[src/rtl/arp_reply_builder_top_macros.svh]
// assertion macros for the arp reply builder
`ifndef ARP_REPLY_BUILDER_TOP_MACROS_SVH
`define ARP_REPLY_BUILDER_TOP_MACROS_SVH

`ifndef SYNTHESIS
`define ARP_RB_ASSERT(lbl, clk, rst_n, prop) \
    lbl: assert property (@(posedge clk) disable iff (!(rst_n)) (prop)) \
        else $error("arp_rb assertion failed");
`define ARP_RB_ASSERT_ALWAYS(lbl, clk, prop) \
    lbl: assert property (@(posedge clk) (prop)) \
        else $error("arp_rb assertion failed");
`else
`define ARP_RB_ASSERT(lbl, clk, rst_n, prop)
`define ARP_RB_ASSERT_ALWAYS(lbl, clk, prop)
`endif

`endif

[src/rtl/arp_rb_pkg.sv]
package arp_rb_pkg;

    localparam int MAC_W       = 48;
    localparam int IP_W        = 32;
    localparam int HDR_W       = 64;
    localparam int CNT_W       = 5;
    localparam int CNT_MAX     = (1 << CNT_W) - 1;
    localparam int FRAME_BYTES = 42;
    localparam int IDX_W       = $clog2(FRAME_BYTES);
    localparam int FRAME_W     = FRAME_BYTES * 8;
    localparam int FIFO_DEPTH  = 2;
    localparam int PTR_W       = $clog2(FIFO_DEPTH);
    localparam int FCNT_W      = $clog2(FIFO_DEPTH + 1);

    localparam logic [CNT_W-1:0] POS_SMAC  = CNT_W'(8);
    localparam logic [CNT_W-1:0] POS_SIP   = CNT_W'(14);
    localparam logic [CNT_W-1:0] POS_THA   = CNT_W'(18);
    localparam logic [CNT_W-1:0] POS_TIP   = CNT_W'(24);
    localparam logic [CNT_W-1:0] POS_END   = CNT_W'(28);
    localparam logic [CNT_W-1:0] POS_FINAL = CNT_W'(27);

    localparam logic [15:0] HTYPE_ETH   = 16'h0001;
    localparam logic [15:0] PTYPE_IPV4  = 16'h0800;
    localparam logic [7:0]  HLEN_ETH    = 8'd6;
    localparam logic [7:0]  PLEN_IPV4   = 8'd4;
    localparam logic [15:0] OP_REQUEST  = 16'h0001;
    localparam logic [15:0] OP_REPLY    = 16'h0002;
    localparam logic [15:0] ETYPE_ARP   = 16'h0806;

    typedef struct packed {
        logic [MAC_W-1:0] sender_mac;
        logic [IP_W-1:0]  sender_ip;
        logic [IP_W-1:0]  target_ip;
    } t_desc;

    typedef struct packed {
        logic              full;
        logic              empty;
        logic [FCNT_W-1:0] count;
    } t_fifo_status;

    function automatic logic [7:0] frame_byte(input logic [IDX_W-1:0] idx,
                                              input t_desc d,
                                              input logic [MAC_W-1:0] own_mac);
        logic [FRAME_W-1:0] frame;
        frame = {d.sender_mac, own_mac, ETYPE_ARP,
                 HTYPE_ETH, PTYPE_IPV4, HLEN_ETH, PLEN_IPV4, OP_REPLY,
                 own_mac, d.target_ip, d.sender_mac, d.sender_ip};
        return frame[(FRAME_BYTES - 1 - int'(idx)) * 8 +: 8];
    endfunction

endpackage

[src/rtl/arp_rb_front.sv]
module arp_rb_front import arp_rb_pkg::*; (
    input  logic        i_clk,
    input  logic        i_rst_n,
    input  logic        i_accept,
    input  logic [7:0]  i_data_byte,
    input  logic        i_last_byte,
    output logic        o_push,
    output t_desc       o_desc
);

    logic [CNT_W-1:0] r_count, n_count;
    logic [HDR_W-1:0] r_header, n_header;
    logic [MAC_W-1:0] r_sender_mac, n_sender_mac;
    logic [IP_W-1:0]  r_sender_ip, n_sender_ip;
    logic [IP_W-1:0]  r_target_ip, n_target_ip;
    logic             hdr_ok;

    always_comb begin
        n_header     = r_header;
        n_sender_mac = r_sender_mac;
        n_sender_ip  = r_sender_ip;
        n_target_ip  = r_target_ip;
        n_count      = r_count;
        if (r_count < POS_SMAC) begin
            n_header = {r_header[HDR_W-9:0], i_data_byte};
        end else if (r_count < POS_SIP) begin
            n_sender_mac = {r_sender_mac[MAC_W-9:0], i_data_byte};
        end else if (r_count < POS_THA) begin
            n_sender_ip = {r_sender_ip[IP_W-9:0], i_data_byte};
        end else if (r_count >= POS_TIP && r_count < POS_END) begin
            n_target_ip = {r_target_ip[IP_W-9:0], i_data_byte};
        end
        if (i_last_byte) begin
            n_count = '0;
        end else if (r_count != CNT_W'(CNT_MAX)) begin
            n_count = r_count + 1'b1;
        end
    end

    assign hdr_ok = (r_header[63:48] == HTYPE_ETH) && (r_header[47:32] == PTYPE_IPV4) &&
                    (r_header[31:24] == HLEN_ETH) && (r_header[23:16] == PLEN_IPV4) &&
                    (r_header[15:0] == OP_REQUEST);

    assign o_push = i_accept && i_last_byte && (r_count >= POS_FINAL) && hdr_ok;
    assign o_desc = '{sender_mac: n_sender_mac, sender_ip: n_sender_ip,
                      target_ip: n_target_ip};

    always_ff @(posedge i_clk) begin
        if (!i_rst_n) begin
            r_count      <= '0;
            r_header     <= '0;
            r_sender_mac <= '0;
            r_sender_ip  <= '0;
            r_target_ip  <= '0;
        end else if (i_accept) begin
            r_count      <= n_count;
            r_header     <= n_header;
            r_sender_mac <= n_sender_mac;
            r_sender_ip  <= n_sender_ip;
            r_target_ip  <= n_target_ip;
        end
    end

endmodule

[src/rtl/arp_rb_fifo.sv]
module arp_rb_fifo import arp_rb_pkg::*; (
    input  logic         i_clk,
    input  logic         i_rst_n,
    input  logic         i_push,
    input  t_desc        i_desc,
    input  logic         i_pop,
    output t_desc        o_desc,
    output t_fifo_status o_status
);

    t_desc             r_mem [FIFO_DEPTH];
    logic [PTR_W-1:0]  r_wr_ptr, r_rd_ptr;
    logic [FCNT_W-1:0] r_count;

    always_ff @(posedge i_clk) begin
        if (i_push) begin
            r_mem[r_wr_ptr] <= i_desc;
        end
    end

    always_ff @(posedge i_clk) begin
        if (!i_rst_n) begin
            r_wr_ptr <= '0;
            r_rd_ptr <= '0;
            r_count  <= '0;
        end else begin
            if (i_push) begin
                r_wr_ptr <= r_wr_ptr + 1'b1;
            end
            if (i_pop) begin
                r_rd_ptr <= r_rd_ptr + 1'b1;
            end
            if (i_push && !i_pop) begin
                r_count <= r_count + 1'b1;
            end else if (i_pop && !i_push) begin
                r_count <= r_count - 1'b1;
            end
        end
    end

    assign o_desc         = r_mem[r_rd_ptr];
    assign o_status.full  = (r_count == FCNT_W'(FIFO_DEPTH));
    assign o_status.empty = (r_count == '0);
    assign o_status.count = r_count;

endmodule

[src/rtl/arp_rb_back.sv]
module arp_rb_back import arp_rb_pkg::*; (
    input  logic             i_clk,
    input  logic             i_rst_n,
    input  logic             i_empty,
    input  t_desc            i_desc,
    input  logic [MAC_W-1:0] i_own_mac,
    input  logic             i_out_ready,
    output logic             o_pop,
    output logic [IDX_W-1:0] o_idx,
    output logic             o_out_valid,
    output logic [7:0]       o_reply_byte,
    output logic             o_reply_last
);

    logic [IDX_W-1:0] r_idx;
    logic             r_valid;
    logic [7:0]       r_byte;
    logic             r_last;
    logic             load;
    logic             at_end;

    assign load   = (!r_valid || i_out_ready) && !i_empty;
    assign at_end = (r_idx == IDX_W'(FRAME_BYTES - 1));
    assign o_pop  = load && at_end;

    always_ff @(posedge i_clk) begin
        if (!i_rst_n) begin
            r_idx   <= '0;
            r_valid <= 1'b0;
        end else begin
            if (load) begin
                r_valid <= 1'b1;
                r_idx   <= at_end ? '0 : r_idx + 1'b1;
            end else if (i_out_ready) begin
                r_valid <= 1'b0;
            end
        end
    end

    always_ff @(posedge i_clk) begin
        if (load) begin
            r_byte <= frame_byte(r_idx, i_desc, i_own_mac);
            r_last <= at_end;
        end
    end

    assign o_idx        = r_idx;
    assign o_out_valid  = r_valid;
    assign o_reply_byte = r_byte;
    assign o_reply_last = r_last;

endmodule

[src/rtl/arp_reply_builder_top.sv]
// ARP responder: takes ARP payload bytes (from the hardware type field on) one beat
// per cycle while the queue is not full and, when a packet of at least 28 bytes
// ends with a valid Ethernet/IPv4 request, sends a 42-byte Ethernet frame with the
// ARP reply, one beat per cycle while the output is ready, addressed to the
// requester and sourced from own_mac. A passing request is handed over on its last
// beat to a two-entry queue; the sender registers each byte of the frame, 42 beats
// per reply, so under a steady stream of minimum length requests the input stalls
// while both queue entries are taken. The user must write own_mac on the config
// channel only while no reply is pending; the block does not enforce this.
`include "arp_reply_builder_top_macros.svh"

module arp_reply_builder_top import arp_rb_pkg::*; (
    input  logic             i_clk,
    input  logic             i_rst_n,
    input  logic             i_cfg_valid,
    output logic             o_cfg_ready,
    input  logic [MAC_W-1:0] i_own_mac,
    input  logic             i_in_valid,
    output logic             o_in_ready,
    input  logic [7:0]       i_data_byte,
    input  logic             i_last_byte,
    output logic             o_out_valid,
    input  logic             i_out_ready,
    output logic [7:0]       o_reply_byte,
    output logic             o_reply_last
);

    logic [MAC_W-1:0] r_own_mac;
    logic             accept;
    logic             push;
    logic             pop;
    t_desc            push_desc;
    t_desc            head_desc;
    t_fifo_status     fifo_st;
    logic [IDX_W-1:0] back_idx;

    always_ff @(posedge i_clk) begin
        if (!i_rst_n) begin
            r_own_mac <= '0;
        end else if (i_cfg_valid) begin
            r_own_mac <= i_own_mac;
        end
    end

    assign o_cfg_ready = 1'b1;
    assign o_in_ready  = !fifo_st.full;
    assign accept      = i_in_valid && o_in_ready;

    arp_rb_front u_front (
        .i_clk       (i_clk),
        .i_rst_n     (i_rst_n),
        .i_accept    (accept),
        .i_data_byte (i_data_byte),
        .i_last_byte (i_last_byte),
        .o_push      (push),
        .o_desc      (push_desc)
    );

    arp_rb_fifo u_fifo (
        .i_clk    (i_clk),
        .i_rst_n  (i_rst_n),
        .i_push   (push),
        .i_desc   (push_desc),
        .i_pop    (pop),
        .o_desc   (head_desc),
        .o_status (fifo_st)
    );

    arp_rb_back u_back (
        .i_clk        (i_clk),
        .i_rst_n      (i_rst_n),
        .i_empty      (fifo_st.empty),
        .i_desc       (head_desc),
        .i_own_mac    (r_own_mac),
        .i_out_ready  (i_out_ready),
        .o_pop        (pop),
        .o_idx        (back_idx),
        .o_out_valid  (o_out_valid),
        .o_reply_byte (o_reply_byte),
        .o_reply_last (o_reply_last)
    );

    // queue bookkeeping and sender position
    `ARP_RB_ASSERT(a_no_push_full, i_clk, i_rst_n, !(push && fifo_st.full))
    `ARP_RB_ASSERT(a_no_pop_empty, i_clk, i_rst_n, !(pop && fifo_st.empty))
    `ARP_RB_ASSERT(a_idle_at_start, i_clk, i_rst_n, fifo_st.empty |-> (back_idx == '0))
    `ARP_RB_ASSERT(a_pop_ends_frame, i_clk, i_rst_n, pop |=> (o_out_valid && o_reply_last))

endmodule
[config.mk]
export PLATFORM = sky130hd
export DESIGN_NAME = arp_reply_builder_top
export DESIGN_NICKNAME = d
export VERILOG_FILES = /design/src/rtl/arp_rb_pkg.sv /design/src/rtl/arp_rb_front.sv /design/src/rtl/arp_rb_fifo.sv /design/src/rtl/arp_rb_back.sv /design/src/rtl/arp_reply_builder_top.sv
export VERILOG_INCLUDE_DIRS = /design/src /design/src/rtl
export SDC_FILE = /design/constraint.sdc
export NUM_CORES = 1
export LEC_CHECK = 0
export ABC_AREA = 1
export BUFFER_PORTS_ARGS = -buffer_cell sky130_fd_sc_hd__buf_4
export CAP_MARGIN = 10
export CORE_MARGIN = 3
export CORE_UTILIZATION = 56
export CTS_CLUSTER_DIAMETER = 120
export DETAILED_ROUTE_END_ITERATION = 12
export HOLD_SLACK_MARGIN = 0.03
export PLACE_DENSITY = 0.75
export SLEW_MARGIN = 20
export SYNTH_ARGS = -nofsm -noshare
export SYNTH_HDL_FRONTEND = slang
export SYNTH_SLANG_ARGS = --single-unit
[constraint.sdc]
create_clock -name i_clk -period 11.68 [get_ports i_clk]
set_input_delay 2.336 -clock i_clk [delete_from_list [all_inputs] [get_ports i_clk]]
set_output_delay 2.336 -clock i_clk [all_outputs]
set_load 0.01 [all_outputs]
Word level (Yosys, flattened, before mapping)
Memories as Yosys holds them, arrays and structs flattened. A register that Yosys moved wholly into a read port is not among the register bits.
Cells that the tools add are included.

storage, ports and cells
  register bits = 249
  latch bits = 0
  bits in writable memories = 224
  bits in read-only memories = 0
  input bits = 62
  output and inout port bits = 12
  logic and storage cells = 81
  memories kept = 1

cells by class
  add/subtract/negate cells = 7
  multipliers = 0
  divide/modulo/power cells = 0
  order comparisons = 6
  equality and inequality tests = 8
  shifts and indexed selects = 1
  multiplexer cells = 20
  bitwise gates (word level) = 0
  reduce and logical (&&, ||, !) cells = 25

memories
  name          depth  bits a word  rd ports  clocked after Yosys merged registers in  wr ports  line               source
  u_fifo.r_mem  2      112          1         1                                        1         arp_rb_fifo.sv:11  t_desc r_mem [FIFO_DEPTH];

operators by type and width
  kind                                                                           number
  336-bit by 32-bit indexed part select with 8-bit output                        1
  32-bit two-way mux                                                             7
  48-bit two-way mux                                                             2
  16-bit by 1-bit equality test with 1-bit output (second input constant)        2
  16-bit by 12-bit equality test with 1-bit output (second input constant)       1
  8-bit by 3-bit equality test with 1-bit output (second input constant)         2
  1-bit logical AND                                                              13
  5-bit greater-or-equal comparator (second input constant)                      2
  5-bit by 4-bit less-than comparator with 1-bit output (second input constant)  2
  5-bit less-than comparator (second input constant)                             2
  5-bit two-way mux                                                              2
  6-bit by 6-bit subtractor with 7-bit output (first input constant)             1
  6-bit by 1-bit adder with 6-bit output (second input constant)                 1
  6-bit equality test (second input constant)                                    1
  1-bit two-way mux                                                              6
  6-bit two-way mux                                                              1
  2-bit nonzero test                                                             3
  5-bit by 1-bit adder with 5-bit output (second input constant)                 1
  1-bit zero test                                                                5
  5-bit != test (second input constant)                                          1
  2-bit two-way mux                                                              2
  2-bit AND reduction                                                            2
  1-bit adder (second input constant)                                            2
  2-bit by 1-bit adder with 2-bit output (second input constant)                 1
  other kinds (4)                                                                4

Depth between registers and ports, before layout
  depth in word-level cells = 10
  gate-level depth with buffers = 19
  mapped depth without buffers = 15

Cells and area by module
From an unflattened synthesis, not the netlist that was laid out.

unflattened totals
  cells, all modules = 2514
  area total of the unflattened synthesis = 21753.4 um^2

modules (own cells, without submodules)
  module                 times used  cells an instance  area an instance (um^2)  seq. area each (um^2)
  arp_rb_front           1           1284               8679.6                   3623.5
  arp_rb_fifo            1           383                8328.0                   6826.5
  arp_rb_back            1           538                2750.1                   410.4
  arp_reply_builder_top  1           309                1995.7                   960.9

Worst setup path after synthesis
OpenSTA, ideal clock, no wires.

  path kind = input-to-reg
  start = in i_in_valid
  end = mem u_fifo.r_mem[0][0] in the netlist's numbering (enable)
  setup time = 0.720 ns
  arrival = 10.476 ns
  required time = 10.960 ns
  setup slack = 0.484 ns
  stages on the path = 7
  buffers on the path = 1
  cells stage by stage = nand2_2 buf_2 nor2_1 nand2_1 nor2_1 inv_1 nor3_1

between the ends
  cells in the longest elaborated chain, start to end = 6

ends and longest elaborated chain
  item                                     line                         source
  from (decl)                              arp_reply_builder_top.sv:18  input logic i_in_valid,
  1-bit logical AND                        arp_reply_builder_top.sv:47  assign accept = i_in_valid && o_in_ready;
  1-bit logical AND (3 in a row)           arp_rb_front.sv:44           assign o_push = i_accept && i_last_byte && (r_count >= POS_FINAL) && hdr_ok;
  1-bit two-way mux                        arp_rb_fifo.sv:16            if (i_push) begin
  1-bit two-way mux (implied by the code)  arp_rb_fifo.sv:17            r_mem[r_wr_ptr] <= i_desc;
  to (decl)                                arp_rb_fifo.sv:11

Every way passes these cells.

Worst setup path after layout
  start = in i_in_valid
  end = mem u_fifo.r_mem[1][65] in the netlist's numbering (enable)

between the ends
  cells in the longest elaborated chain, start to end = 6

ends and longest elaborated chain
  item                                     line                         source
  1-bit logical AND                        arp_reply_builder_top.sv:47
  1-bit logical AND (3 in a row)           arp_rb_front.sv:44
  via push                                 arp_reply_builder_top.sv:30  logic push;
  1-bit two-way mux                        arp_rb_fifo.sv:16
  1-bit two-way mux (implied by the code)  arp_rb_fifo.sv:17

The timed path passes the listed nets, and every way through them passes these cells.

==> results_dict.tcl <==
set metrics [dict create \
    status "finished clean" \
    hpwl_um 28800 \
    ys_types 39 \
    slew_headroom 0.256 \
    synth_seq_area_share 0.570 \
    placedCellCount 2919 \
    crit_type "primary input to flip-flop" \
    whs_path_depth 2 \
    cp.required_ps 11880 \
    endpoint_kind "flip-flop" \
    drt-pass1-iter-count 5 \
    powerDensity_nw_per_um2 153 \
    hold_violations 0 \
    crit_arrival_ps 4930 \
    layout_common_cells "nand2_1 (616), o21ai_0 (377), inv_1 (310)" \
    root_buffer "clkbuf_16" \
    grt_max_degree 129 \
    drc 0 \
    synth_seq_cells 474 \
    min_period_over_period 0.405 \
    setup_tns_ps 0 \
    place.gp.congestion 0.952 \
    grt_pass1_vias 15274 \
    io_pins 74 \
    grt_pass1_wl_um 76300 \
    num_vias 16382 \
    ant_nets 0 \
    final_util 0.637 \
    grt_overflow 0 \
    critPathLaunchType "primary input" \
    clock.fmax_mhz 211 \
    drive_gt1_frac 0.0788 \
    rsz0062_at_grt "false" \
    path_clk_slew_ps 60 \
    regToRegSetupSlack_ps 8050 \
    syn_nets 2590 \
    leakagePower_nw 9.85 \
    core_area_um2 36100 \
    r2r_start "u_fifo.r_count[0]" \
    htreeDepth 2 \
    final_cells 3012 \
    die_w_um 199 \
    areaGrowthSynthToFinish_pct 10.7 \
    initialDrtViolationCount 1589 \
    r2r-end "u_fifo.r_mem[1][65]" \
    io_buffers 72 \
    grt_antenna_before_repair 2 \
    finalNetCount 2578 \
    min_period_ps 4730 \
    cts_num_sinks 474 \
    ctsResizeCount 0 \
    fin_skew_ps 16.8 \
    cts.path.max_buffers 3 \
    fill_cells 2966 \
    hp-start "u_front.r_header[59]" \
    design_area_um2 23000 \
    wl_per_cell_um 16.0 \
    hold_path.class "flip-flop to flip-flop" \
    chipHeight_um 199 \
    cts_buffers 48 \
    wl_um 48100 \
    rows 69 \
    synthCells 2522 \
    dpl-instance-area_um2 21400 \
    maxCapViolCount 0 \
    final_common_cell "nand2_1" \
    postCtsSetupBuffers 0 \
    track_usage 0.240 \
    cts_tree "yes" \
    setup_viol 0 \
    clkLatencyLatePin_ps 580 \
    yosysWarnings 0 \
    die_area_um2 39400 \
    ctsHoldBuffers 0 \
    critical_path_peak_fanout 109 \
    min_to "u_front.r_header[59]" \
    syn_area_per_cell_um2 8.23 \
    reg2regPathDepth 11 \
    syn-cell-area_um2 20800 \
    maxSlewViolCount 0 \
    start_util 0.575 \
    worst_pin_slew_ps 1110 \
    via_per_inst 5.44 \
    vdd_drop_max_mv 0.104 \
]
## stage by stage
stage	hold slack (ps)	worst slack (ps)	total power [mW]
after floorplan	423	484	1.98
final	446	6950	3.52
after CTS	451	6760	3.54
after global routing	471	6720	3.64
after global placement	429	6140	2.03
after detailed placement	441	6150	2.04
## cell usage after synthesis, drive strengths merged
cell type	instances	area, um^2
buf	50	288
nand3	99	500
o22ai	8	50.1
nor2	222	866
mux2i	10	100
conb	1	3.75
ha	6	75.1
a22oi	2	15.0
o21ai	384	1930
nor3	11	55.1
nor4	2	12.5
edfxtp	233	7000
o211ai	2	15.0
nand4	12	75.1
dfxtp	241	4820
a31oi	4	25.0
nand2	622	2360
nor3b	1	7.51
a211oi	3	22.5
a21oi	182	915
clkinv	1	3.75
or2	2	12.5
nand3b	1	7.51
clkbuf	98	368
inv	325	1220
## routing by layer
metal	up-vias	track usage	share of wire
li1	8179	-	-
met1	7549	0.317	0.43
met2	563	0.406	0.47
met3	91	0.0407	0.073
met4	0	0.0802	0.027
met5	-	0	0
## worst max path at each step
stage,endpoint,start,slack (ps),depth (start not counted)
3_3_place_gp,u_fifo.r_mem[1][65],i_in_valid,6140,10
4_1_cts,u_fifo.r_mem[1][81],i_in_valid,6760,10
6_report,u_fifo.r_mem[1][65],i_in_valid,6950,10
2_1_floorplan,u_fifo.r_mem[0][0],i_in_valid,480,7
3_5_place_dp,u_fifo.r_mem[1][65],i_in_valid,6150,10
5_1_grt,u_fifo.r_mem[1][65],i_in_valid,6720,10
## worst max-delay path: stages
cell and delay, ps:
buf_4 110, nand2_8 300, nor2_1 340, nand2_1 80
nor2_1 120, inv_1 70, nor2_1 190, nand2_1 140
inv_4 320, buf_6 710
## flip-flops by register name (all words and copies together) (netlist names), named ones only
signal / flops
u_fifo.r_mem: 224
u_front.r_sender_ip: 32
u_front.r_header: 64
u_back.o_reply_last: 1
u_front.r_count: 5
u_fifo.r_count: 2
u_back.o_idx: 6
u_back.o_reply_byte: 8
u_front.r_sender_mac: 48
u_fifo.r_rd_ptr: 1
u_back.o_out_valid: 1
r_own_mac: 48
u_fifo.r_wr_ptr: 1
u_front.r_target_ip: 32
## power breakdown
group          internal, mW  switching, mW
logic                0.0651          0.120
registers              1.80         0.0268
clock network         0.863          0.645
## logic make-up (layout without fill, tap and decap cells)
kind of cell,Yosys count,after routing,synth area share
buffers and inverters,474,502,0.0907
other,1,2,0.000181
adder cells (fa/ha/maj),6,6,0.00362
AND/OR/NAND/NOR,972,972,0.188
AO/OA/AOI/OAI,585,585,0.143
multiplexers,10,10,0.00482
flip-flops,474,474,0.570
## cell type report
type                    instances  area [um^2]  share of cell area
flip-flops and latches        474        11800               0.515
multi-input cells            1574         7100               0.309
clock buffers                  57         1250              0.0546
inverters                     326         1230              0.0536
repair buffers                 86          689              0.0300
well taps                     461          577              0.0251
clock inverters                33          300              0.0131
diodes                          1         2.50            0.000109
Note: power is estimated with default switching activity, not from simulation.
